### config.mk
export PLATFORM = sky130hd
export DESIGN_NAME = phtb_ctrl
export DESIGN_NICKNAME = d
export VERILOG_FILES = /design/src/phtb_pkg.sv /design/src/phtb_ctrl.sv
export SDC_FILE = /design/constraint.sdc
export NUM_CORES = 1
export LEC_CHECK = 0
export BUFFER_PORTS_ARGS = -buffer_cell sky130_fd_sc_hd__buf_2
export CAP_MARGIN = 10
export CELL_PAD_IN_SITES_DETAIL_PLACEMENT = 0
export CELL_PAD_IN_SITES_GLOBAL_PLACEMENT = 1
export CORE_MARGIN = 2
export CORE_UTILIZATION = 31
export DETAILED_ROUTE_END_ITERATION = 8
export GPL_ROUTABILITY_DRIVEN = 1
export PLACE_DENSITY_LB_ADDON = 0.1
export SYNTH_ARGS = -nofsm -noshare
export SYNTH_HDL_FRONTEND = slang
export SYNTH_SLANG_ARGS = --single-unit
### constraint.sdc
create_clock -name clk -period 1.6 [get_ports clk]
set_clock_uncertainty 0.1 [all_clocks]
set_input_delay 0.16 -clock clk [delete_from_list [all_inputs] [get_ports clk]]
set_output_delay 0.16 -clock clk [all_outputs]
set_load 0.03 [all_outputs]
### src/phtb_pkg.sv
// Shared types, constants and register codes for the per-host token bucket table.
package phtb_pkg;

  localparam int HostsPerTable = 254;
  localparam int Networks      = 255;
  localparam int HostAw        = 8;
  localparam int NetAw         = 8;
  localparam int C3Aw          = NetAw + HostAw;

  typedef enum logic [2:0] {
    REG_HOST2_RATE = 3'd0,
    REG_HOST2_MAX  = 3'd1,
    REG_NET3_RATE  = 3'd2,
    REG_NET3_MAX   = 3'd3,
    REG_HOST3_RATE = 3'd4,
    REG_HOST3_MAX  = 3'd5
  } reg_idx_t;

  typedef enum logic [4:0] {
    ST_IDLE,
    ST_DECIDE,
    ST_C2_RD,
    ST_C2_CMP,
    ST_N3_RD,
    ST_N3_CMP,
    ST_H3_RD,
    ST_H3_CMP,
    ST_T2_RD,
    ST_T2_WR,
    ST_TN_RD,
    ST_TN_WR,
    ST_TH_CNT,
    ST_TH_RD,
    ST_TH_WR,
    ST_OUT
  } state_t;

  // Table selector for the datapath's shared read and refill unit.
  typedef enum logic [1:0] {
    TBL_C2 = 2'd0,
    TBL_N3 = 2'd1,
    TBL_H3 = 2'd2
  } tbl_t;

  typedef struct packed {
    logic       clr_idx;
    logic       inc_idx;
    logic       rd_en;
    tbl_t       tbl;
    logic       append;
    logic       refill_wr;
    logic       set_net;
    logic       set_res;
    logic [1:0] res_class;
    logic       res_full;
    logic       res_use_pos;
    logic       next_net;
  } ctl_t;

  typedef struct packed {
    logic       done;
    logic       hit;
    logic       full;
    logic       net_done;
  } sts_t;

  function automatic logic signed [31:0] refill_calc(
    input logic signed [31:0] b,
    input logic signed [24:0] rate,
    input logic        [30:0] mx,
    input logic signed [40:0] prod
  );
    logic signed [42:0] s;
    begin
      s = 43'(b) + 43'(prod);
      if (b == $signed({1'b0, mx})) refill_calc = b;
      else if (s > $signed({12'd0, mx})) refill_calc = $signed({1'b0, mx});
      else if (s < -43'sd2147483648) refill_calc = 32'sh8000_0000;
      else refill_calc = s[31:0];
      if (rate == -25'sd1) refill_calc = b;
    end
  endfunction

endpackage

### src/phtb_ctrl.sv
// Sequencer for classify lookups and refill sweeps of the bucket tables.
module phtb_ctrl
  import phtb_pkg::*;
(
  input  logic       clk,
  input  logic       rst_n,
  input  logic       start,
  input  logic       op,
  input  logic [1:0] cls,
  input  logic       bad,
  input  logic       zero_secs,
  input  logic       out_taken,
  input  sts_t       sts,
  output ctl_t       ctl,
  output logic       busy,
  output logic       res_valid
);

  state_t state_r, state_nxt;

  always_ff @(posedge clk) begin
    if (!rst_n) state_r <= ST_IDLE;
    else state_r <= state_nxt;
  end

  always_comb begin
    state_nxt = state_r;
    unique case (state_r)
      ST_IDLE:   if (start) state_nxt = ST_DECIDE;
      ST_DECIDE: begin
        if (op) state_nxt = zero_secs ? ST_OUT : ST_T2_RD;
        else if (cls == 2'd2 && !bad) state_nxt = ST_C2_RD;
        else if (cls == 2'd3 && !bad) state_nxt = ST_N3_RD;
        else state_nxt = ST_OUT;
      end
      ST_C2_RD:  state_nxt = ST_C2_CMP;
      ST_C2_CMP: if (sts.hit || sts.done) state_nxt = ST_OUT;
                 else state_nxt = ST_C2_RD;
      ST_N3_RD:  state_nxt = ST_N3_CMP;
      ST_N3_CMP: begin
        if (sts.hit || (sts.done && !sts.full)) state_nxt = ST_H3_RD;
        else if (sts.done) state_nxt = ST_OUT;
        else state_nxt = ST_N3_RD;
      end
      ST_H3_RD:  state_nxt = ST_H3_CMP;
      ST_H3_CMP: if (sts.hit || sts.done) state_nxt = ST_OUT;
                 else state_nxt = ST_H3_RD;
      ST_T2_RD:  state_nxt = sts.done ? ST_TN_RD : ST_T2_WR;
      ST_T2_WR:  state_nxt = ST_T2_RD;
      ST_TN_RD:  state_nxt = sts.net_done ? ST_OUT : ST_TN_WR;
      ST_TN_WR:  state_nxt = ST_TH_CNT;
      ST_TH_CNT: state_nxt = ST_TH_RD;
      ST_TH_RD:  state_nxt = sts.done ? ST_TN_RD : ST_TH_WR;
      ST_TH_WR:  state_nxt = ST_TH_RD;
      ST_OUT:    if (out_taken) state_nxt = ST_IDLE;
      default:   state_nxt = ST_IDLE;
    endcase
  end

  always_comb begin
    ctl = '0;
    unique case (state_r)
      ST_IDLE: ;
      ST_DECIDE: begin
        ctl.clr_idx = 1'b1;
        ctl.set_res = 1'b1;
        ctl.res_class = (!op && cls == 2'd1) ? 2'd1 : 2'd0;
      end
      ST_C2_RD: begin ctl.rd_en = 1'b1; ctl.tbl = TBL_C2; end
      ST_C2_CMP: begin
        ctl.tbl = TBL_C2;
        ctl.inc_idx = 1'b1;
        if (sts.hit || sts.done) begin
          ctl.set_res = 1'b1;
          ctl.res_full = !sts.hit && sts.full;
          ctl.res_class = ctl.res_full ? 2'd0 : 2'd2;
          ctl.res_use_pos = !ctl.res_full;
          ctl.append = !sts.hit && !sts.full;
        end
      end
      ST_N3_RD: begin ctl.rd_en = 1'b1; ctl.tbl = TBL_N3; end
      ST_N3_CMP: begin
        ctl.tbl = TBL_N3;
        ctl.inc_idx = 1'b1;
        if (sts.hit || sts.done) begin
          ctl.append = !sts.hit && !sts.full;
          ctl.set_net = sts.hit || !sts.full;
          ctl.clr_idx = ctl.set_net;
          ctl.set_res = !ctl.set_net;
          ctl.res_full = 1'b1;
        end
      end
      ST_H3_RD: begin ctl.rd_en = 1'b1; ctl.tbl = TBL_H3; end
      ST_H3_CMP: begin
        ctl.tbl = TBL_H3;
        ctl.inc_idx = 1'b1;
        if (sts.hit || sts.done) begin
          ctl.set_res = 1'b1;
          ctl.res_full = !sts.hit && sts.full;
          ctl.res_class = ctl.res_full ? 2'd0 : 2'd3;
          ctl.res_use_pos = !ctl.res_full;
          ctl.append = !sts.hit && !sts.full;
        end
      end
      ST_T2_RD: begin
        ctl.rd_en = 1'b1; ctl.tbl = TBL_C2;
        ctl.clr_idx = sts.done;
      end
      ST_T2_WR: begin ctl.tbl = TBL_C2; ctl.refill_wr = 1'b1; ctl.inc_idx = 1'b1; end
      ST_TN_RD: begin ctl.rd_en = 1'b1; ctl.tbl = TBL_N3; end
      ST_TN_WR: begin ctl.tbl = TBL_N3; ctl.refill_wr = 1'b1; ctl.set_net = 1'b1; end
      ST_TH_CNT: begin ctl.tbl = TBL_H3; ctl.clr_idx = 1'b1; end
      ST_TH_RD: begin
        ctl.rd_en = 1'b1; ctl.tbl = TBL_H3;
        ctl.next_net = sts.done;
        ctl.clr_idx = sts.done;
      end
      ST_TH_WR: begin ctl.tbl = TBL_H3; ctl.refill_wr = 1'b1; ctl.inc_idx = 1'b1; end
      ST_OUT: ;
      default: ;
    endcase
  end

  assign busy = (state_r != ST_IDLE);
  assign res_valid = (state_r == ST_OUT);

endmodule

==> summary.md <==
| Metric | Value |
|---|---|
| Status | finished, final reports clean |
| Tmin final | 1.57 ns |
| Total die area | 0.00259 mm^2 |
| Worst r2r path cells | 5 |
| Antenna Nets Post-Route | 0 |
| DR vias/cell | 5.29 |
| Die width | 50.9 um |
| Placed cell count | 162 |
| EDFF count, synth | 0 |
| CP top delay family | flip-flops |
| Initial Util | 33.7% |
| DRT iter0 DRCs | 22 |
| First-pass GRT wire length | 3570 um |
| Num CTS Buffers | 3 |
| Maximum vdd drop | 1100 uV |
| Fin cells | 171 |
| Worst-margin pin slew | 0.343 ns |
| Crit end category | output port |
| Grt ovf | 0 |
| Core area | 0.00202 mm^2 |
| Syn avg cell area | 6.75 um^2 |
| Worst Path Max Fanout | 8 |
| Vias after detailed routing | 905 |
| Clk Latency, worst-skew pair | 0.24 ns |
| Area after DPL | 932 um^2 |
| Initial antenna violation count | 0 |
| Die height | 50.9 um |
| Worst Path Class, Setup | flip-flop to output port |
| Root Driver | clkbuf_4 |
| Peak Freq | 637 MHz |
| Most common cell in the netlist | nor2_1 |
| WP data required | 1.34 ns |
| Final routed wire length divided by cell count | 13.6 um |
| GRT Total Usage | 18.2% |
| Top post-synthesis cells by count | nor2_1 (14), nand2_1 (10), inv_1 (7) |
| Ys async rst share | 0% |
| Max stage delay on crit path | 0.38 ns |
| N_diodes | 0 |
| Worst setup SP type | flip-flop |
| Worst Path Arrival | 1.31 ns |
| Post-placement setup slack | -0.129 ns |
| Hold Path Depth | 2 |
| First-pass DRT Iterations | 4 |
| Port bufs | 28 |
| CTS sink count | 4 |
| Syn-to-layout area delta | 63.3% |
| Layout Utilization | 55.1% |
| H-tree depth | 1 |
| Slew Viols, Final | 0 |
| Total Wirelength | 2330 um |
| Sequential share of the synthesized area | 11.7% |
| Ports | 29 |
| Final period util | 98.1% |
| Pwr/cell area | 1890 mW/mm^2 |
| Stages on the worst setup path | 5 |
| Largest net degree at the start of global routing | 14 |
| Syn Inst Count | 101 |
| Layout cells sized above 1 | 53.5% |
| Fin area | 0.00111 mm^2 |
| Top Registers | state_r (4) |
| Clock transition at path regs | 0.04 ns |
| LEAKAGE | 0.524 nW |
| Hold Vio Cnt, Final | 0 |
| HPWL Detailed | 1740 um |
| Core Rows | 16 |
| Slew headroom | 77.1% |
| Post-Syn Nets | 114 |
| Synth cell types | 38 |
| DRC Markers | 0 |
| Max-cap violations | 0 |
| HP Class | input pin to flip-flop |
| Area share of the largest cell type after synthesis | 11.7% |
| Sum of buffers and inverters on the critical path | 2 |
| Top cell type by total area after synthesis | dfxtp_1 |
| Worst path slowest cell | dfxtp_4 |
| RSZ-0062 raised after global routing | true |
| Ys flop type | dfxtp_1 |
| Max reg flops | 4 |
| CTS tree | built |
| YS warnings | 0 |
| Final setup margin | 0.0300 ns |
| Power Total | 2.11 mW |
| Routability Congestion | 0.908 |
| Nets | 159 |
| Post-Syn Area | 682 um^2 |
| Hold slack | 0.0589 ns |
| Post-route setup TNS | 0 ns |
| Setup Viol. Count Final | 0 |
| Synth area leaders | dfxtp_1 (12%), nor2_1 (7.7%), nand2_1 (5.5%), nand2b_1 (5.5%), a21oi_1 (4.4%) |
| Crit path cell chain | buf_6 -> nor2_4 -> a31oi_1 -> nor2_1 -> buf_4 |
| Number of global-route vias before repair | 782 |
| Flops & latches, synth | 4 |
| Biggest register | state_r |
| Clk buf depth | 2 |
cells in the final DEF, fill, tap and decap left out, types with 2 or more instances in the layout:
master    Yosys  routed
buf_2         5      20
nand3b_1      3       3
nand2b_1      6       4
a21oi_1       6       5
o21ai_0       6       5
nand3_1       3       3
o31ai_1       3       2
nand2b_4      1       3
inv_1         7       6
nand2_1      10      10
buf_6         1       5
clkbuf_4      0       3
nor2_2        0       3
buf_4         3      25
a21o_1        2       2
nor2_4        0       2
o31a_1        3       3
dfxtp_4       0       4
nor2_1       14       9
a21boi_1      1       2
a31oi_1       2       2
final timing paths:
kind	from	endpoint	slack, ns
worst max-delay path	state_r[1]$_SDFFE_PN0P_	ctl[6]	0.03
worst min-delay path	out_taken	state_r[0]$_SDFFE_PN0P_	0.06
worst max register to register	state_r[1]$_SDFFE_PN0P_	state_r[0]$_SDFFE_PN0P_	0.05
worst min register to register	state_r[2]$_SDFFE_PN0P_	state_r[0]$_SDFFE_PN0P_	0.68
kinds of logic after synthesis:
kind of cell	share of synthesized area, %
buffers and inverters	13.0
AO/OA/AOI/OAI	39.6
flip-flops	11.7
adder cells (fa/ha/maj)	1.47
AND/OR/NAND/NOR	32.5
multiplexers	1.65
final cells by class:
class / count / area (um^2)
Fill cell: 197 / 908
Multi-Input combinational cell: 80 / 592
Timing Repair Buffer: 50 / 344
Sequential cell: 4 / 95.1
Tap cell: 27 / 33.8
Inverter: 7 / 26.3
Clock buffer: 3 / 22.5
worst reg2reg max path, cell delays in order, from the launching register on:
cell and delay [ns]:
dfxtp_4 0.38, buf_6 0.15, buf_4 0.13, o311a_1 0.34
a221oi_2 0.23, o32ai_1 0.09
report_power, final:
group	internal, mW	switching (mW)	leakage (nW)
Combinational	0.801	0.892	0.475
Clock	0.0842	0.0462	0.0138
Sequential	0.170	0.116	0.0356
Total	1.06	1.05	0.524
layer usage:
layer | part of all wire, % | track usage [%] | up-vias
met2 | 48 | 29.4 | 34
met3 | 6.5 | 4.68 | 2
met1 | 45 | 23.8 | 413
met5 | 0 | 0 | -
met4 | 0.90 | 4.50 | 0
li1 | - | - | 456
repair_timing:
item,in CTS,in global routing
endpoints found under the setup margin,17,11
pin swaps,3,5
hold buffers,0,0
gates resized for setup,21,21
setup buffers,1,5
(Power assumes the default switching activity.)
